### config.mk
export PLATFORM = sky130hd
export DESIGN_NAME = a64x_decode
export DESIGN_NICKNAME = d
export VERILOG_FILES = /design/src/hw/rtl/a64x_pkg.sv /design/src/hw/rtl/a64x_decode.sv
export SDC_FILE = /design/constraint.sdc
export NUM_CORES = 1
export LEC_CHECK = 0
export ABC_AREA = 1
export BUFFER_PORTS_ARGS = -buffer_cell sky130_fd_sc_hd__buf_2
export CAP_MARGIN = 10
export CORE_MARGIN = 2
export CORE_UTILIZATION = 35
export DETAILED_ROUTE_END_ITERATION = 12
export PLACE_DENSITY = 0.81
export SYNTH_ARGS = -nofsm -noshare
export SYNTH_HDL_FRONTEND = slang
export SYNTH_SLANG_ARGS = --single-unit
### constraint.sdc
create_clock -name vclk -period 0.8
set_input_delay 0.08 -clock vclk [all_inputs]
set_output_delay 0.08 -clock vclk [all_outputs]
set_load 0.01 [all_outputs]
### src/hw/rtl/a64x_pkg.sv
// shared types, constants and decode helpers for the a64 execute unit
// no dependencies
package a64x_pkg;

    localparam int NumRegs = 31;

    localparam logic [1:0] ST_OK      = 2'd0;
    localparam logic [1:0] ST_HALT    = 2'd1;
    localparam logic [1:0] ST_INVALID = 2'd2;

    localparam logic [31:0] HALT_WORD   = 32'h8A00_0000;
    localparam logic [21:0] BR_PATTERN  = 22'd3508160;
    localparam logic [7:0]  BCOND_TOP   = 8'd84;
    localparam logic [3:0]  RESET_FLAGS = 4'h4;

    // operation classes
    localparam logic [2:0] OP_ADDI  = 3'd0;
    localparam logic [2:0] OP_MOVW  = 3'd1;
    localparam logic [2:0] OP_LOGIC = 3'd2;
    localparam logic [2:0] OP_ADDR  = 3'd3;
    localparam logic [2:0] OP_MADD  = 3'd4;
    localparam logic [2:0] OP_B     = 3'd5;
    localparam logic [2:0] OP_BR    = 3'd6;
    localparam logic [2:0] OP_BCOND = 3'd7;

    typedef struct packed {
        logic [1:0]  status;
        logic [2:0]  op;
        logic [31:0] word;
    } dec_t;

    function automatic logic cond_holds(input logic [3:0] c, input logic [3:0] f);
        logic n, z, v;
        begin
            n = f[3];
            z = f[2];
            v = f[0];
            case (c)
                4'd0:    cond_holds = z;
                4'd1:    cond_holds = !z;
                4'd10:   cond_holds = (n == v);
                4'd11:   cond_holds = (n != v);
                4'd12:   cond_holds = !z && (n == v);
                4'd13:   cond_holds = z || (n != v);
                default: cond_holds = 1'b1;
            endcase
        end
    endfunction

endpackage

### src/hw/rtl/a64x_decode.sv
// front part: takes instruction words, classifies them, flags halt/invalid ones
// depends on a64x_pkg
module a64x_decode
    import a64x_pkg::*;
(
    input  logic [31:0] word,
    output dec_t        dec
);

    logic       is64;
    logic [1:0] opc;
    logic [5:0] amt;
    logic [3:0] cnd;

    always_comb
    begin
        is64 = word[31];
        opc  = word[30:29];
        amt  = word[15:10];
        cnd  = word[3:0];
        dec.word   = word;
        dec.op     = OP_ADDI;
        dec.status = ST_INVALID;
        if (word[28:26] == 3'b100)
        begin
            if (word[25:23] == 3'd2)
            begin
                dec.op = OP_ADDI;
                dec.status = ST_OK;
            end
            else if (word[25:23] == 3'd5)
            begin
                dec.op = OP_MOVW;
                if (!(opc == 2'd1 || (!is64 && word[22])))
                    dec.status = ST_OK;
            end
        end
        else if (word[27:25] == 3'b101)
        begin
            if (word == HALT_WORD)
                dec.status = ST_HALT;
            else if (!word[28])
            begin
                if (!(!is64 && amt[5]))
                begin
                    if (!word[24])
                    begin
                        dec.op = OP_LOGIC;
                        dec.status = ST_OK;
                    end
                    else if (!(word[21] || word[23:22] == 2'd3))
                    begin
                        dec.op = OP_ADDR;
                        dec.status = ST_OK;
                    end
                end
            end
            else if (word[24:21] == 4'd8 && opc == 2'd0)
            begin
                dec.op = OP_MADD;
                dec.status = ST_OK;
            end
        end
        else if (word[29:26] == 4'd5)
        begin
            if (word[31:26] == 6'd5)
            begin
                dec.op = OP_B;
                dec.status = ST_OK;
            end
            else if (word[31:10] == BR_PATTERN && word[4:0] == 5'd0)
            begin
                dec.op = OP_BR;
                dec.status = ST_OK;
            end
            else if (word[31:24] == BCOND_TOP && !word[4])
            begin
                dec.op = OP_BCOND;
                if (cnd == 4'd0 || cnd == 4'd1 || (cnd >= 4'd10 && cnd <= 4'd14))
                    dec.status = ST_OK;
            end
        end
    end

endmodule

==> results of run 1 <==
[repair_timing]
action | CTS | global route
resized for setup | 28 | 85
hold buffers | 0 | 0
pin swaps | 16 | 34
buffers inserted | 3 | 4
setup endpoints to repair | 5 | 5
[placed cells by master, fill, tap and decap left out, types with 6 or more instances in the layout]
cell type	instances
buf_2	51
nand3_2	6
nand2_2	10
nor2_1	8
inv_2	6
nor2_2	12
buf_6	11
nand2_1	18
inv_1	6
inv_4	6
nor2_4	6
buf_4	28
[routing by layer]
layer / up-vias / part of all wire / GRT usage
li1: 542 / - / -
met1: 529 / 0.35 / 0.2316
met2: 54 / 0.56 / 0.3491
met3: 12 / 0.059 / 0.01227
met4: 0 / 0.031 / 0.03704
met5: - / 0 / 0
[cells by family (layout without fill, tap and decap cells)]
| logic type | after synthesis | after routing |
|---|---|---|
| AOI/OAI and AO/OA | 5 | 5 |
| buffers and inverters | 53 | 117 |
| and+or+nand+nor | 81 | 81 |
[cells in the mapped netlist (all sizes together)]
library cell | number | area share
a21oi | 1 | 0.0069
nor3 | 5 | 0.042
nor2 | 26 | 0.15
nand3 | 10 | 0.076
o221ai | 1 | 0.012
inv | 21 | 0.11
nor3b | 1 | 0.010
o311ai | 1 | 0.012
o21ai | 2 | 0.014
nand2 | 32 | 0.17
buf | 32 | 0.33
nand4 | 4 | 0.035
nor4 | 1 | 0.0087
nand3b | 2 | 0.021
[worst paths after layout]
path	startpoint	end	cells after the start
worst max-delay path	word[21]	dec[33]	11
worst min-delay path	word[19]	dec[19]	2
[power breakdown]
group | total, uW | internal, uW | switching, uW
sequential | 0 | 0 | 0
combinational | 728 | 355 | 374
clock | 0 | 0 | 0
[stage by stage]
step	hold slack [ns]	setup WS (ns)	std cells	TNS (ns)
final	0.3469	-0.3854	230	-1.557
after CTS	0.3486	-0.3207	227	-1.209
after global placement	0.3589	-0.3493	224	-1.454
after detailed placement	0.3585	-0.3389	224	-1.413
after floorplan	0.2518	0.007157	139	0
after global routing	0.3538	-0.4604	230	-1.902
[area by class of cell]
cell class                 count  area (um^2)
timing repair buffer          96        681.9
tap                           27        33.78
inverter                      21        123.9
fill                         160        488.0
multi-input combinational     86        614.3
==> reports/qor.csv, run 1 <==
metric,value,unit
hold crit path type,in2out,
Synth Area in XOR/XNOR,0,
TritonRoute pass-1 iters,4,
CP max-delay cell,nor2_2,
post-synthesis compound-gate area fraction,0.04514,
final max-slew violation count,0,
CP cell instances,buf_6 > inv_4 > nand2_2 > nor2_4 > nand2_2 > nor2_2 > nand2_2 > nand2_2 > nor2_2 > nor2_2 > buf_2,
Tot GR Track Use,0.1864,
post-synthesis cell area,720.7,um^2
Die Ht,49.38,um
vias in the first global route,917,
mux cell area share after synthesis,0,
DRC Markers,0,
main combinational cell family by area after synthesis,simple AND/OR/NAND/NOR gates,
Rows,16,
failing checks,negative setup slack,
CP most frequent cell,nand2_2,
GP Congestion,0.9615,
crit end category,output pin,
CLK BUF,0,
maximum number of pins on one net before global-route repair,7,
"slowest stage delay, CP",0.16,ns
worst setup margin,-0.3854,ns
Seq cells,0,
syn nets,171,
total design power,728.3,uW
Ys Warns,0,
Boundary Pins,69,
Wirelength per Cell,15.27,um
FF/Latch Area,0,um^2
Core ar.,1942,um^2
outcome,"complete, but fails checks",
syn avg cell area,5.185,um^2
Placed Area,1025,um^2
IO buf count,69,
critical path class,in2out,
Worst Path Arrival,1.11,ns
relative slew slack,0.8009,
grt total ovfl,0,
Max Clk Rate,843.6,MHz
Peak VDD IR,276.7,uV
Critical Path RT,0.72,ns
RSZ-0062 raised after global routing,true,
vias,1137,
sequential area share after synthesis,0,
worst slew pin tran,0.2959,ns
Area Growth Syn to Fin,101.7,%
final WL,3512,um
Post-Synth Simple-Gate Area,0.5122,
hold violation count in the final report,0,
# setup viols final,5,
ANT cells,0,
CP max FO,4,
antenna-violating nets left,0,
adder-cell share of the synthesized area,0,
Cells after Synth,139,
initial antenna violation count,0,
Starting Density,0.3711,
crit start category,input port,
Yosys cell types,20,
DIE WIDTH,49.38,um
first-pass GRT wire length,3753,um
min cycle time layout,1.185,ns
Final Util,0.7487,
CP Buf/Inv Count,3,
DR iter-0 viols,22,
Final nets,237,
Max Cap Violations,0,
Top Family by Delay on Critical Path,simple AND/OR/NAND/NOR gates,
layout cells sized above 1,0.7783,
power per cell area,500.9,nW/um^2
Final HPWL DP,1846,um
fin area,1454,um^2
Pleak,0.0007447,uW
Vias/cell,4.943,
fin crit share,1.482,
die area,2438,um^2
Note: power is estimated with default switching activity, not from simulation.
==> run 2, diff against run 1 <==
- TNS_END_PERCENT: not set -> 10
==> reports/qor.csv, run 2 (synthesized netlist as in run 1, its figures left out) <==
metric,value,unit,change
Worst Path Arrival,1.12,ns,about the same
DRC Markers,0,,unchanged
worst setup margin,-0.3997,ns,-0.01430 ns
FF/Latch Area,0,um^2,unchanged
TritonRoute pass-1 iters,4,,unchanged
CP max-delay cell,nor2_2,,
die area,2438,um^2,unchanged
Top Family by Delay on Critical Path,simple AND/OR/NAND/NOR gates,,
Starting Density,0.3711,,unchanged
Critical Path RT,0.72,ns,about the same
hold crit path type,in2out,,
initial antenna violation count,0,,unchanged
outcome,"complete, but fails checks",,
antenna-violating nets left,0,,unchanged
Wirelength per Cell,12.32,um,-19%
GP Congestion,0.9154,,-4.8%
fin crit share,1.500,,+0.01787
CP Buf/Inv Count,3,,unchanged
ANT cells,0,,unchanged
Stages on worst setup path,12,,+1
Pleak,0.0007000,uW,-6.0%
Rows,16,,unchanged
vias in the first global route,908,,-0.98%
placed cell count,227,,+1.3%
grt total ovfl,0,,unchanged
RSZ-0062 raised after global routing,true,,
Boundary Pins,69,,unchanged
final non-filler cell total,233,,+1.3%
final WL,2870,um,-18%
Final Util,0.6534,,-0.09536
Max Clk Rate,833.5,MHz,-1.2%
crit path from,word[27],,
CP cell instances,buf_6 > inv_2 > nand2_2 > nor2_4 > nand2_2 > nor2_2 > nand2_2 > nand3_1 > nand2_1 > nand2_1 > nand2_1 > buf_2,,
layout cells sized above 1,0.6990,,-0.07930
power per cell area,486.2,nW/um^2,-2.9%
Vias/cell,4.631,,-6.3%
vias,1079,,-5.1%
first-pass GRT wire length,3815,um,+1.7%
Core ar.,1942,um^2,unchanged
Tot GR Track Use,0.1889,,+0.002545
hold violation count in the final report,0,,unchanged
Fill cells,189,,+18%
DR iter-0 viols,25,,+14%
Die Ht,49.38,um,unchanged
maximum number of pins on one net before global-route repair,6,,-1
Setup crit end,dec[36],,
crit end category,output pin,,
relative slew slack,0.7633,,-0.03760
area occupied by multi-input gates,505.5,um^2,-18%
DIE WIDTH,49.38,um,unchanged
Max Cap Violations,0,,unchanged
"slowest stage delay, CP",0.15,ns,about the same
IO buf count,69,,unchanged
crit start category,input port,,
CLK BUF,0,,unchanged
CP max FO,4,,unchanged
Final nets,240,,+1.3%
critical path class,in2out,,
Area Growth Syn to Fin,76.04,%,
min cycle time layout,1.200,ns,+0.01430 ns
dpl ws,-0.3280,ns,+0.01088 ns
final max-slew violation count,0,,unchanged
failing checks,negative setup slack,,
worst slew pin tran,0.3495,ns,+0.05360 ns
Final HPWL DP,1882,um,+2.0%
# setup viols final,5,,unchanged
highest-count cells in the layout ignoring fill and taps,"buf_2, buf_4, nand2_1",,
Seq cells,0,,unchanged
Peak VDD IR,299.7,uV,+8.3%
"most common cell after layout, fill and taps aside",buf_2,,
run 2: stage by stage:
stage	TNS, ns	total power (uW)	hold slack, ns	area (um^2)
after floorplan	-0.03204	283.7	0.2518	725.7
after global placement	-1.400	479.9	0.3586	1045
after detailed placement	-1.391	483.9	0.3593	1045
after CTS	-1.352	540.0	0.3445	1144
after global routing	-2.113	666.5	0.3505	1269
final	-1.641	616.8	0.3426	1269
run 2: final cells by class:
class,instances,share of cell area
Inverter,21,0.07002
Timing Repair Buffer,99,0.5049
Tap cell,27,0.02663
Multi-Input combinational cell,86,0.3984
run 2: worst min-delay path by stage:
stage,from,to,slack (ns),depth (start not counted)
after floorplan,word[0],dec[0],0.25,1
after global placement,word[13],dec[13],0.36,2
after detailed placement,word[4],dec[4],0.36,2
after CTS,word[4],dec[4],0.34,2
after global routing,word[4],dec[4],0.35,2
final,word[4],dec[4],0.34,2
run 2: layer usage:
metal,track usage,up-vias,part of all wire
li1,-,543,-
met3,0.01227,6,0.070
met5,0,-,0
met2,0.3649,51,0.53
met1,0.2243,479,0.38
met4,0.04167,0,0.015
run 2: power by group:
group	switching, uW	internal [uW]	leakage, uW
logic	313	304	0.000700
registers	0	0	0
clock network	0	0	0
run 2: repair_timing:
| action | in CTS | in global routing |
|---|---|---|
| endpoints found under the setup margin | 5 | 5 |
| buffers inserted | 5 | 1 |
| hold buffers | 0 | 0 |
| gates resized for setup | 19 | 41 |
| pin swaps | 14 | 21 |
==> run 3, diff against run 2 <==
- CAP_MARGIN: 10 -> not set
- CORE_ASPECT_RATIO: not set -> 1.4
==> reports/qor.csv, run 3 (synthesized netlist as in run 1, its figures left out) <==
metric,value,unit,change
outcome,"complete, but fails checks",,
failing checks,negative setup slack,,
Boundary Pins,69,,unchanged
hold violation count in the final report,0,,unchanged
DR iter-0 viols,6,,-76%
first-pass GRT wire length,3318,um,-13%
TritonRoute pass-1 iters,4,,unchanged
Seq cells,0,,unchanged
initial antenna violation count,0,,unchanged
CLK BUF,0,,unchanged
total design power,578.2,uW,-6.3%
hold crit path type,in2out,,
Tot GR Track Use,0.1637,,-0.02524
RSZ-0062 raised after global routing,true,,
Max Cap Violations,0,,unchanged
ANT cells,0,,unchanged
hold_buf cts,0,,unchanged
relative slew slack,0.7748,,+0.01153
Rows,19,,+3
area occupied by multi-input gates,493.0,um^2,-2.5%
# setup viols final,5,,unchanged
highest-count cells in the layout ignoring fill and taps,"buf_2, buf_4, nand2_1",,
antenna-violating nets left,0,,unchanged
Vias/cell,4.604,,-0.59%
CP cell instances,buf_6 > inv_4 > nand2_2 > nor3_2 > nand3_1 > nor2_1 > nand2_1 > nand2_1 > nor2_1 > buf_2,,
FF/Latch Area,0,um^2,unchanged
"slowest stage delay, CP",0.19,ns,+0.04 ns
layout cells sized above 1,0.6915,,-0.007487
Max Clk Rate,908.6,MHz,+9.0%
power per cell area,477.9,nW/um^2,-1.7%
Die Ht,57.69,um,+17%
CP max-delay cell,nor3_2,,
crit start category,input port,,
placed cell count,218,,-4.0%
CP max FO,4,,unchanged
Starting Density,0.3697,,-0.001429
maximum number of pins on one net before global-route repair,7,,+1
Area Growth Syn to Fin,67.88,%,
Final nets,235,,-2.1%
Pleak,0.0006796,uW,-2.9%
final max-slew violation count,0,,unchanged
vias in the first global route,879,,-3.2%
critical path class,in2out,,
GP Congestion,0.8985,,-1.8%
Peak VDD IR,252.8,uV,-16%
Wirelength per Cell,10.56,um,-14%
Worst Path Arrival,1.02,ns,-0.10 ns
Top Family by Delay on Critical Path,simple AND/OR/NAND/NOR gates,,
Final HPWL DP,1810,um,-3.8%
worst setup margin,-0.3006,ns,+0.09912 ns
Fill cells,181,,-4.2%
final non-filler cell total,222,,-4.7%
worst slew pin tran,0.3335,ns,-0.01601 ns
Core ar.,1949,um^2,+0.39%
IO buf count,69,,unchanged
grt total ovfl,0,,unchanged
fin crit share,1.376,,-0.1239
final WL,2345,um,-18%
Critical Path RT,0.72,ns,about the same
crit end category,output pin,,
DIE WIDTH,42.35,um,-14%
vias,1022,,-5.3%
DRC Markers,0,,unchanged
die area,2443,um^2,+0.22%
CP Buf/Inv Count,3,,unchanged
min cycle time layout,1.101,ns,-0.09912 ns
"most common cell after layout, fill and taps aside",buf_2,,
run 3: cell types whose count changed in the layout (fill, tap and decap cells not counted), sizes merged:
cell / change
clkbuf: -1
buf: -4
run 3: power by group:
group	switching (uW)	leakage [uW]	internal, uW
registers	0	0	0
logic	292	0.000680	287
clock network	0	0	0
total	292	0.000680	287
run 3: per-layer routing:
metal	wire [um]	up-vias	GRT usage	share of wire
met2	1291	38	0.3297	0.55
li1	-	533	-	-
met1	880	448	0.1867	0.38
met5	0	-	0	0
met4	28	0	0.02679	0.012
met3	145	3	0.009346	0.062
run 3: worst paths after layout:
check  endpoint      from  depth (start not counted)  slack [ns]
max     dec[33]  word[26]                         10       -0.30
min      dec[3]   word[3]                          2        0.35
run 3: final cells by class:
cell class	instances	area share
inverters	21	0.07756
well taps	21	0.02172
multi-input cells	86	0.4074
repair buffers	94	0.4933
run 3: through the flow:
step           setup slack (ns)    util  TNS (ns)  hold WS (ns)  cell area (um^2)
3_3_place_gp            -0.3367  0.5205    -1.363        0.3584              1015
3_5_place_dp            -0.3546  0.5205    -1.431        0.3591              1015
5_1_grt                 -0.3870  0.6207    -1.626        0.3619              1210
6_report                -0.3006  0.6207    -1.237        0.3532              1210
2_1_floorplan          -0.03204       -  -0.03204        0.2518             725.7
4_1_cts                 -0.3182  0.5597    -1.297        0.3551              1091
run 3: timing repair:
action,in CTS,in global routing
setup buffers,2,2
pin swaps,11,24
gates resized for setup,20,42
setup endpoints to repair,5,5
