===== src/hw/rtl/a64x_pkg.sv =====
// shared types, constants and decode helpers for the a64 execute unit
// no dependencies
package a64x_pkg;

    localparam int NumRegs = 31;

    localparam logic [1:0] ST_OK      = 2'd0;
    localparam logic [1:0] ST_HALT    = 2'd1;
    localparam logic [1:0] ST_INVALID = 2'd2;

    localparam logic [31:0] HALT_WORD   = 32'h8A00_0000;
    localparam logic [21:0] BR_PATTERN  = 22'd3508160;
    localparam logic [7:0]  BCOND_TOP   = 8'd84;
    localparam logic [3:0]  RESET_FLAGS = 4'h4;

    // operation classes
    localparam logic [2:0] OP_ADDI  = 3'd0;
    localparam logic [2:0] OP_MOVW  = 3'd1;
    localparam logic [2:0] OP_LOGIC = 3'd2;
    localparam logic [2:0] OP_ADDR  = 3'd3;
    localparam logic [2:0] OP_MADD  = 3'd4;
    localparam logic [2:0] OP_B     = 3'd5;
    localparam logic [2:0] OP_BR    = 3'd6;
    localparam logic [2:0] OP_BCOND = 3'd7;

    typedef struct packed {
        logic [1:0]  status;
        logic [2:0]  op;
        logic [31:0] word;
    } dec_t;

    function automatic logic cond_holds(input logic [3:0] c, input logic [3:0] f);
        logic n, z, v;
        begin
            n = f[3];
            z = f[2];
            v = f[0];
            case (c)
                4'd0:    cond_holds = z;
                4'd1:    cond_holds = !z;
                4'd10:   cond_holds = (n == v);
                4'd11:   cond_holds = (n != v);
                4'd12:   cond_holds = !z && (n == v);
                4'd13:   cond_holds = z || (n != v);
                default: cond_holds = 1'b1;
            endcase
        end
    endfunction

endpackage


===== src/hw/rtl/a64x_queue.sv =====
// two-entry queue between the decode front and the execute back
// depends on a64x_pkg
module a64x_queue
    import a64x_pkg::*;
(
    input  logic clk,
    input  logic rst_n,
    input  logic push,
    input  dec_t push_data,
    output logic full,
    input  logic pop,
    output logic empty,
    output dec_t head
);

    dec_t       mem_reg [2];
    logic       wp_reg, rp_reg;
    logic [1:0] cnt_reg;

    assign full  = (cnt_reg == 2'd2);
    assign empty = (cnt_reg == 2'd0);
    assign head  = mem_reg[rp_reg];

    always_ff @(posedge clk)
    begin
        if (push)
            mem_reg[wp_reg] <= push_data;
    end

    always_ff @(posedge clk or negedge rst_n)
    begin
        if (!rst_n)
        begin
            wp_reg  <= 1'b0;
            rp_reg  <= 1'b0;
            cnt_reg <= 2'd0;
        end
        else
        begin
            if (push)
                wp_reg <= ~wp_reg;
            if (pop)
                rp_reg <= ~rp_reg;
            cnt_reg <= cnt_reg + {1'b0, push} - {1'b0, pop};
        end
    end

endmodule


===== config.mk =====
export PLATFORM = sky130hd
export DESIGN_NAME = a64x_queue
export DESIGN_NICKNAME = d
export VERILOG_FILES = /design/src/hw/rtl/a64x_pkg.sv /design/src/hw/rtl/a64x_queue.sv
export SDC_FILE = /design/constraint.sdc
export NUM_CORES = 1
export LEC_CHECK = 0
export BUFFER_PORTS_ARGS = -buffer_cell sky130_fd_sc_hd__buf_2
export CAP_MARGIN = 0
export CORE_MARGIN = 5
export CORE_UTILIZATION = 35
export CTS_CLUSTER_SIZE = 24
export DETAILED_ROUTE_END_ITERATION = 12
export HOLD_SLACK_MARGIN = 0.1
export PLACE_DENSITY_LB_ADDON = 0.08
export SYNTH_ARGS = -nofsm -noshare
export SYNTH_HDL_FRONTEND = slang
export SYNTH_SLANG_ARGS = --single-unit
export TNS_END_PERCENT = 20

===== constraint.sdc =====
create_clock -name clk -period 3.2 [get_ports clk]
set_input_delay 0.32 -clock clk [delete_from_list [all_inputs] [get_ports clk]]
set_output_delay 0.32 -clock clk [all_outputs]
set_load 0.02 [all_outputs]

==> results.cfg, run 1 <==
[status]
status = finished clean

[min_path]
hold_class = primary input to flip-flop
hold_path_end = mem_reg[0][34]$_DFFE_PP_
hold_depth = 1
hp-start = push_data[34]

[final_layout]
fin_area_sq_mm = 0.00368
instances_no_fill = 330
antenna_cells = 0
utilization_pct = 44.8
fin_nets = 263
largest_reg_flops = 74
syn_to_final_growth_pct = 24.9
final_layout_size_suffix_gt1_share_pct = 60.0

[floorplanning]
die_area_sq_mm = 0.0104
boundaryPins = 80
num_rows = 33
start_util_pct = 35.9
fp.dieW_um = 102
core-area_sq_mm = 0.00822
die_h_um = 102

[routing]
avgViaCountPerCell = 4.32
drt_pass1_iterations = 4
drcViolationCount = 0
dr_wl_met2_mm = 2.76
top_layer_used = met4
wl_mm = 5.24
ant_nets = 0
wl_met1_mm = 2.07
dr_total_vias = 1425
met3_length_um = 369
drt_iter0_drc = 20
wl_per_cell_um = 15.9

[power_and_ir_drop]
powerDensity_mw_per_mm2 = 900
ir_worst_vdd_v = 0.000450
p_leak_nw = 1.47
finalPower_mw = 3.32

[cts]
cts_tree = yes
cts.path.max_buffers = 2
htree_levels = 3
cts_buffers = 9
clk_pin_slew_ns = 0.07
root_buffer = clkbuf_8
cts_setup_buffers = 0
cts_sinks = 78
insertion_delay_ns = 0.32

[logic_synthesis]
seq_area_frac_synth_pct = 78.7
syn_area_sq_mm = 0.00295
yosys_register_bits = 78
syn_inst = 130
yosys_warnings = 0
syn_nets = 173
synth_cell_types = 13
avgSynthCellArea_sq_um = 22.7

[placement]
gp_congestion = 0.751
dp.cells = 313
dp_hpwl_mm = 3.74
portBuffers = 79
dpl_cell_area_sq_mm = 0.00347
pre_cts_slack_ns = 1.43

[sta]
grt_setup_unrepaired = no
fin_crit_ns = 2.08
fmax_ghz = 0.481
finalSetupViolations = 0
skew_ns = 0.00260
max_slew_margin_pct = 39.3
worstMarginPinSlew_ns = 0.911
hold-worst-slack_ns = 0.180
final_hold_viol_count = 0
tns_ns = 0
final_max_slew_viol_count = 0
fin_ws_ns = 1.12
period_share_pct = 65.0

[critical_path]
r2r_start = wp_reg$_DFFE_PN0P_
critPathCaptureType = output pin
critical_path_class = flip-flop to output pin
crit_path_start_kind = flip-flop
rrSetupSlack_ns = 1.59
required_ns = 2.88
crit_arrival_ns = 1.76
timing.rr.end = mem_reg[0][6]$_DFFE_PP_
r2r_cells = 2
path_max_fanout = 13

[grt]
grt_pass1_vias = 1602
grt_pass1_wl_mm = 7.98
grt_max_degree = 38
grt_usage_pct = 10.6
overflow = 0
antenna_found_initial = 0

[job]
cap_violations = 0
[timing repair]
item                                   4_1_cts  5_1_grt
hold buffers                                 1        0
gates resized for setup                      0        0
endpoints found under the hold margin        4        0
[cells by family (layout without fill, tap and decap cells)]
group	count (synthesis)	in the layout	synth area share, %
flops	78	78	78.7
mux	37	37	16.7
buf+inv	6	101	1.57
simple gates	4	4	0.764
xor+xnor	3	3	1.40
fa+ha+maj	2	2	0.848
[cell type report]
type | instances | area, sq um
fill | 732 | 4530
sequential | 78 | 2320
multi-input combinational | 46 | 589
timing repair buffer | 83 | 428
clock buffer | 11 | 131
tap | 105 | 131
clock inverter | 5 | 73.8
inverter | 2 | 7.51
[cell usage after synthesis (all sizes together)]
cell type,count,area (sq um)
ha,2,25.0
nor2b,2,12.5
edfxtp,74,2220
xor2,2,17.5
and2,1,6.26
inv,2,7.51
dfrtp,4,100
xor3,1,23.8
buf,4,38.8
mux2,37,492
nor2,1,3.75
[where the power goes]
group	internal (mW)	leakage (nW)	switching (mW)
Sequential	1.36	0.740	0.0951
Combinational	0.497	0.627	0.616
Clock	0.435	0.105	0.313
[cell usage in the layout, fill, tap and decap left out, drive strengths merged]
master | netlist | final
buf | 4 | 82
edfxtp | 74 | 74
mux2 | 37 | 37
clkbuf | 0 | 11
dfrtp | 4 | 4
clkinv | 0 | 3
inv | 2 | 2
xor2 | 2 | 2
ha | 2 | 2
bufinv | 0 | 2
nor2b | 2 | 2
xor3 | 1 | 1
and2 | 1 | 1
nor2 | 1 | 1
dlygate4sd3 | 0 | 1
[critical path: stages, from the launching register on]
cell and delay [ns]:
dfrtp_2 0.57, buf_4 0.34, mux2_2 0.37, buf_2 0.16
[metal layers]
| layer | global-route usage (%) | vias up |
|---|---|---|
| met2 | 17.3 | 51 |
| li1 | - | 685 |
| met4 | 5.52 | 0 |
| met1 | 12.5 | 683 |
| met3 | 3.24 | 6 |
| met5 | 0 | - |
[how the worst max path moves through the flow]
stage	to	slack, ns	startpoint	cells after the start
3_3_place_gp	head[35]	1.47	rp_reg$_DFFE_PN0P_	3
3_5_place_dp	head[31]	1.43	rp_reg$_DFFE_PN0P_	3
6_report	head[31]	1.12	rp_reg$_DFFE_PN0P_	3
2_1_floorplan	mem_reg[0][0]$_DFFE_PP_	0.70	wp_reg$_DFFE_PN0P_	1
4_1_cts	head[31]	1.07	rp_reg$_DFFE_PN0P_	3
5_1_grt	head[31]	1.02	rp_reg$_DFFE_PN0P_	3
Power figures use the tool's default switching activity.
==> run 2: changes to the inputs <==
==> constraint.sdc (replaced) <==
create_clock -name clk -period 2.16 [get_ports clk]
set_input_delay 0.216 -clock clk [delete_from_list [all_inputs] [get_ports clk]]
set_output_delay 0.216 -clock clk [all_outputs]
set_load 0.02 [all_outputs]
==> results.cfg, run 2 (same netlist as run 1, synthesis figures left out) <==
[final_layout]
fill_cells = 701
multi_input_comb_area_sq_um = 589
mostFrequentLayoutCells = buf_2 (79), edfxtp_1 (74), dlygate4sd3_1 (39), mux2_4 (20), mux2_2 (17)
fin_area_sq_mm = 0.00412
largest_reg_flops = 74
antenna_cells = 0
final_layout_size_suffix_gt1_share_pct = 51.5
seqCellArea_sq_mm = 0.00232
layout_commonest_cell = buf_2
fin_nets = 304
syn_to_final_growth_pct = 39.8

[placement]
gp_congestion = 0.751
portBuffers = 79
dp_hpwl_mm = 3.70
dpl_cell_area_sq_mm = 0.00350

[cts]
cts_setup_buffers = 0
htree_levels = 3
clk_pin_slew_ns = 0.07
cts.path.max_buffers = 2
cts_sinks = 78
root_buffer = clkbuf_8
cts_buffers = 9
cts_tree = yes
insertion_delay_ns = 0.33

[routing]
drt_iter0_drc = 24
met3_length_um = 332
wl_per_cell_um = 14.1
top_layer_used = met4
drcViolationCount = 0
wl_mm = 5.24
wl_met1_mm = 2.01
drt_pass1_iterations = 3
dr_total_vias = 1597
avgViaCountPerCell = 4.30
ant_nets = 0
dr_wl_met2_mm = 2.80

[grt]
overflow = 0
grt_pass1_wl_mm = 8.17
grt_pass1_vias = 1746
antenna_found_initial = 0
grt_usage_pct = 10.8
grt_max_degree = 24

[floorplanning]
die_h_um = 102
num_rows = 33
start_util_pct = 35.9
core-area_sq_mm = 0.00822
fp.dieW_um = 102
boundaryPins = 80
die_area_sq_mm = 0.0104

[min_path]
hold_class = primary input to flip-flop
hold_depth = 2

[sta]
worstMarginPinSlew_ns = 0.382
max_slew_margin_pct = 74.5
grt_setup_unrepaired = no
fin_crit_ns = 1.79
tns_ns = 0
finalSetupViolations = 0
fmax_ghz = 0.558
period_share_pct = 83.0
hold-worst-slack_ns = 0.135
final_max_slew_viol_count = 0
skew_ns = 0.00532
final_hold_viol_count = 0

[power_and_ir_drop]
p_leak_nw = 1.66
powerDensity_mw_per_mm2 = 1240
finalPower_mw = 5.11
ir_worst_vdd_v = 0.000591

[critical_path]
r2r_cells = 2
path_depth = 3
cpPeakStageDelay_ns = 0.39
required_ns = 1.94
path_cells = buf_4 > mux2_2 > buf_2
path_max_fanout = 23
critPathCaptureType = output pin
critPathTopFamily = buffers and inverters
critical_path_class = flip-flop to output pin
slowest_stage = mux2_2
crit_buf_inv = 2
crit_arrival_ns = 1.58
crit_path_start_kind = flip-flop

[job]
cap_violations = 0

[status]
status = finished clean
-- run 2: area by class of cell --
type / instances / area share [%]
clock buffers: 11 / 3.19
clock inverters: 5 / 2.37
flip-flops and latches: 78 / 56.3
inverters: 2 / 0.182
repair buffers: 124 / 20.4
multi-input cells: 46 / 14.3
well taps: 105 / 3.19
-- run 2: per-layer routing --
| layer | vias to the layer above | GRT usage (%) |
|---|---|---|
| met5 | - | 0 |
| li1 | 769 | - |
| met3 | 9 | 3.10 |
| met1 | 768 | 11.3 |
| met2 | 51 | 19.5 |
| met4 | 0 | 5.83 |
-- run 2: repair_timing --
item	in CTS	in global routing
gates resized for setup	0	0
hold buffers	39	0
endpoints found under the hold margin	79	0
-- run 2: path summary, 6_finish.rpt --
path	startpoint	to	slack (ns)
worst min-delay path	push	wp_reg$_DFFE_PN0P_	0.13
max in group asynchronous	rst_n	rp_reg$_DFFE_PN0P_	1.80
min in group asynchronous	rst_n	cnt_reg[1]$_DFF_PN0_	0.23
worst max register to register	wp_reg$_DFFE_PN0P_	mem_reg[0][6]$_DFFE_PP_	0.81
worst min register to register	wp_reg$_DFFE_PN0P_	wp_reg$_DFFE_PN0P_	0.54
worst max-delay path	rp_reg$_DFFE_PN0P_	head[32]	0.37
-- run 2: report_power, final --
part	internal, mW	switching (mW)	total, mW	leakage (nW)
clock	0.761	0.461	1.22	0.113
combinational	0.814	0.969	1.78	0.805
sequential	2.01	0.0880	2.10	0.740
total	3.59	1.52	5.11	1.66
-- run 2: worst reg2reg max path: stages, from the launching register on --
cell	delay, ns
dfrtp_1	0.42
nor2b_4	0.34
buf_4	0.29
-- run 2: stage by stage --
step | worst slack, ns | cells | util [%]
2_1_floorplan | 0.366 | 130 | -
3_3_place_gp | 0.717 | 316 | 42.7
3_5_place_dp | 0.684 | 316 | 42.7
4_1_cts | 0.313 | 371 | 50.2
5_1_grt | 0.263 | 371 | 50.2
6_report | 0.367 | 371 | 50.2
==> run 3: changes to the inputs <==
--- a/config.mk
+++ b/config.mk
@@ -5,6 +5,7 @@
 export SDC_FILE = /design/constraint.sdc
 export NUM_CORES = 1
 export LEC_CHECK = 0
+export ABC_AREA = 1
 export BUFFER_PORTS_ARGS = -buffer_cell sky130_fd_sc_hd__buf_2
 export CAP_MARGIN = 0
 export CORE_MARGIN = 5
==> constraint.sdc (replaced) <==
create_clock -name clk -period 1.87 [get_ports clk]
set_input_delay 0.187 -clock clk [delete_from_list [all_inputs] [get_ports clk]]
set_output_delay 0.187 -clock clk [all_outputs]
set_load 0.02 [all_outputs]
==> results.cfg, run 3 <==
[grt]
grt_pass1_wl_mm = 8.53
antenna_found_initial = 0
grt_pass1_vias = 1894
grt_usage_pct = 11.1
overflow = 0
grt_max_degree = 43

[power_and_ir_drop]
ir_worst_vdd_v = 0.000813
powerDensity_mw_per_mm2 = 1430
clkPwrFrac_pct = 24.2
p_int_mw = 3.90
finalPower_mw = 5.93
swShare_pct = 34.3
p_sw_mw = 2.03
pwr-share-seq_pct = 40.8
p_leak_nw = 1.79
comb_power_share_pct = 35.0

[sta]
finalSetupViolations = 0
fin_ws_ns = 0.227
max_slew_margin_pct = 74.4
fin_crit_ns = 1.64
skew_ns = 0.00442
grt_setup_unrepaired = no
worstMarginPinSlew_ns = 0.385
fmax_ghz = 0.609
final_max_slew_viol_count = 0
tns_ns = 0
final_hold_viol_count = 0
period_share_pct = 87.9

[placement]
dp.cells = 400
pre_cts_slack_ns = 0.516
gp_congestion = 0.671
dp_hpwl_mm = 3.56
portBuffers = 79

[routing]
met3_length_um = 346
dr_wl_met2_mm = 2.77
dr_total_vias = 1914
avgViaCountPerCell = 4.20
ant_nets = 0
drt_pass1_iterations = 4
wl_met1_mm = 2.15
wl_per_cell_um = 11.7
drcViolationCount = 0
drt_iter0_drc = 50
top_layer_used = met4
wl_mm = 5.35

[cts]
root_buffer = clkbuf_8
htree_levels = 3
cts_sinks = 78
cts_tree = yes
cts.path.max_buffers = 2
clk_pin_slew_ns = 0.07
cts_setup_buffers = 0
cts_hold_buf = 40
insertion_delay_ns = 0.33
cts_resized = 0
cts_buffers = 9

[final_layout]
instances_no_fill = 456
layout_commonest_cell = buf_2
mostFrequentLayoutCells = buf_2 (79), edfxtp_1 (74), inv_1 (43), nand2_1 (43), dlygate4sd3_1 (40)
fill_cells = 729
largest_reg_flops = 74
fin_nets = 389
final_layout_size_suffix_gt1_share_pct = 28.2
utilization_pct = 50.5
syn_to_final_growth_pct = 40.1
antenna_cells = 0

[critical_path]
crit_path_start_kind = flip-flop
crit_arrival_ns = 1.46
critical_path_class = flip-flop to output pin
required_ns = 1.68
r2r_cells = 3
critPathCaptureType = output pin
path_max_fanout = 42

[floorplanning]
core-area_sq_mm = 0.00822
die_area_sq_mm = 0.0104
boundaryPins = 80
num_rows = 33
start_util_pct = 36.1
die_h_um = 102
fp.dieW_um = 102

[logic_synthesis]
syn_nets = 261
syn_inst = 218
synth_top_family_by_area = buffers and inverters
syn_area_sq_mm = 0.00296
synth_fa_ha_area_share_pct = 0.844
avgSynthCellArea_sq_um = 13.6
synthTopCellsByCount = edfxtp_1 (74), inv_1 (44), nand2_1 (43)
synth_cell_types = 13
ys_top_cells_by_area = edfxtp_1 (75%), inv_1 (5.6%), nand2_1 (5.4%)
async_flop_share_pct = 5.13
yosys_warnings = 0
yosys_register_bits = 78
synth.most_common_cell = edfxtp_1
synth_top_cell_area_share_pct = 75.0
synth.mux.area_fraction_pct = 0
synthSimpleGateAreaFrac_pct = 5.99
seq_area_frac_synth_pct = 78.3
synth_ff_type = edfxtp_1
synth_compound_area_share_pct = 6.25
synth-xor-area-share_pct = 0.591
synth_largest_area_cell = edfxtp_1
synth_edf_count = 74

[job]
cap_violations = 0

[status]
status = finished clean

[min_path]
hold_class = primary input to asynchronous set/reset pin
==> run 3: power by group through the flow <==
| stage | combinational, mW | sequential, mW | clock (mW) |
|---|---|---|---|
| 6_report | 2.07 | 2.42 | 1.44 |
| 5_1_grt | 2.30 | 2.45 | 1.57 |
| 4_1_cts | 2.14 | 2.42 | 1.48 |
| 3_5_place_dp | 2.07 | 2.46 | 0 |
| 3_3_place_gp | 2.06 | 2.45 | 0 |
| 2_1_floorplan | 1.38 | 2.45 | 0 |
==> run 3: layout make-up <==
| type | instances | area (sq um) | area share, % |
|---|---|---|---|
| inverter | 44 | 165 | 3.98 |
| tap | 105 | 131 | 3.16 |
| sequential | 78 | 2320 | 56.0 |
| clock buffer | 11 | 131 | 3.16 |
| clock inverter | 5 | 97.6 | 2.35 |
| multi-input combinational | 88 | 413 | 9.94 |
| timing repair buffer | 125 | 891 | 21.5 |
==> run 3: final timing paths <==
check,from,to,slack [ns]
setup / recovery,rp_reg$_DFFE_PN0P_,head[22],0.23
hold / removal,rst_n,cnt_reg[0]$_DFF_PN0_,0.18
setup reg to reg,wp_reg$_DFFE_PN0P_,mem_reg[1][24]$_DFFE_PP_,0.55
hold reg to reg,wp_reg$_DFFE_PN0P_,wp_reg$_DFFE_PN0P_,0.55
max in group asynchronous,rst_n,rp_reg$_DFFE_PN0P_,1.56
min in group clk,wp_reg$_DFFE_PN0P_,wp_reg$_DFFE_PN0P_,0.55
==> run 3: metal layers <==
| metal | up-vias | GRT usage, % |
|---|---|---|
| met5 | - | 0 |
| met2 | 45 | 19.0 |
| li1 | 980 | - |
| met4 | 0 | 4.24 |
| met1 | 880 | 12.6 |
| met3 | 9 | 4.03 |
==> run 3: stage by stage <==
stage / cell area, sq um / hold WS [ns]
finish: 4150 / 0.177
global route: 4150 / 0.172
global placement: 3520 / 0.00504
detailed placement: 3520 / 0.00289
floorplan: 2970 / -0.109
CTS: 4150 / 0.165
==> run 3: cells by family after synthesis <==
| group | count (synthesis) |
|---|---|
| adders and majority gates | 2 |
| AOI/OAI and AO/OA | 37 |
| buffers and inverters | 52 |
| DFF | 78 |
| xor gates and xnor gates | 2 |
| and+or+nand+nor | 47 |
==> run 3: worst max-delay path: stages (launching register included) <==
cell and delay, ns:
dfrtp_2 0.40, buf_4 0.25, o21ai_0 0.25, buf_2 0.21
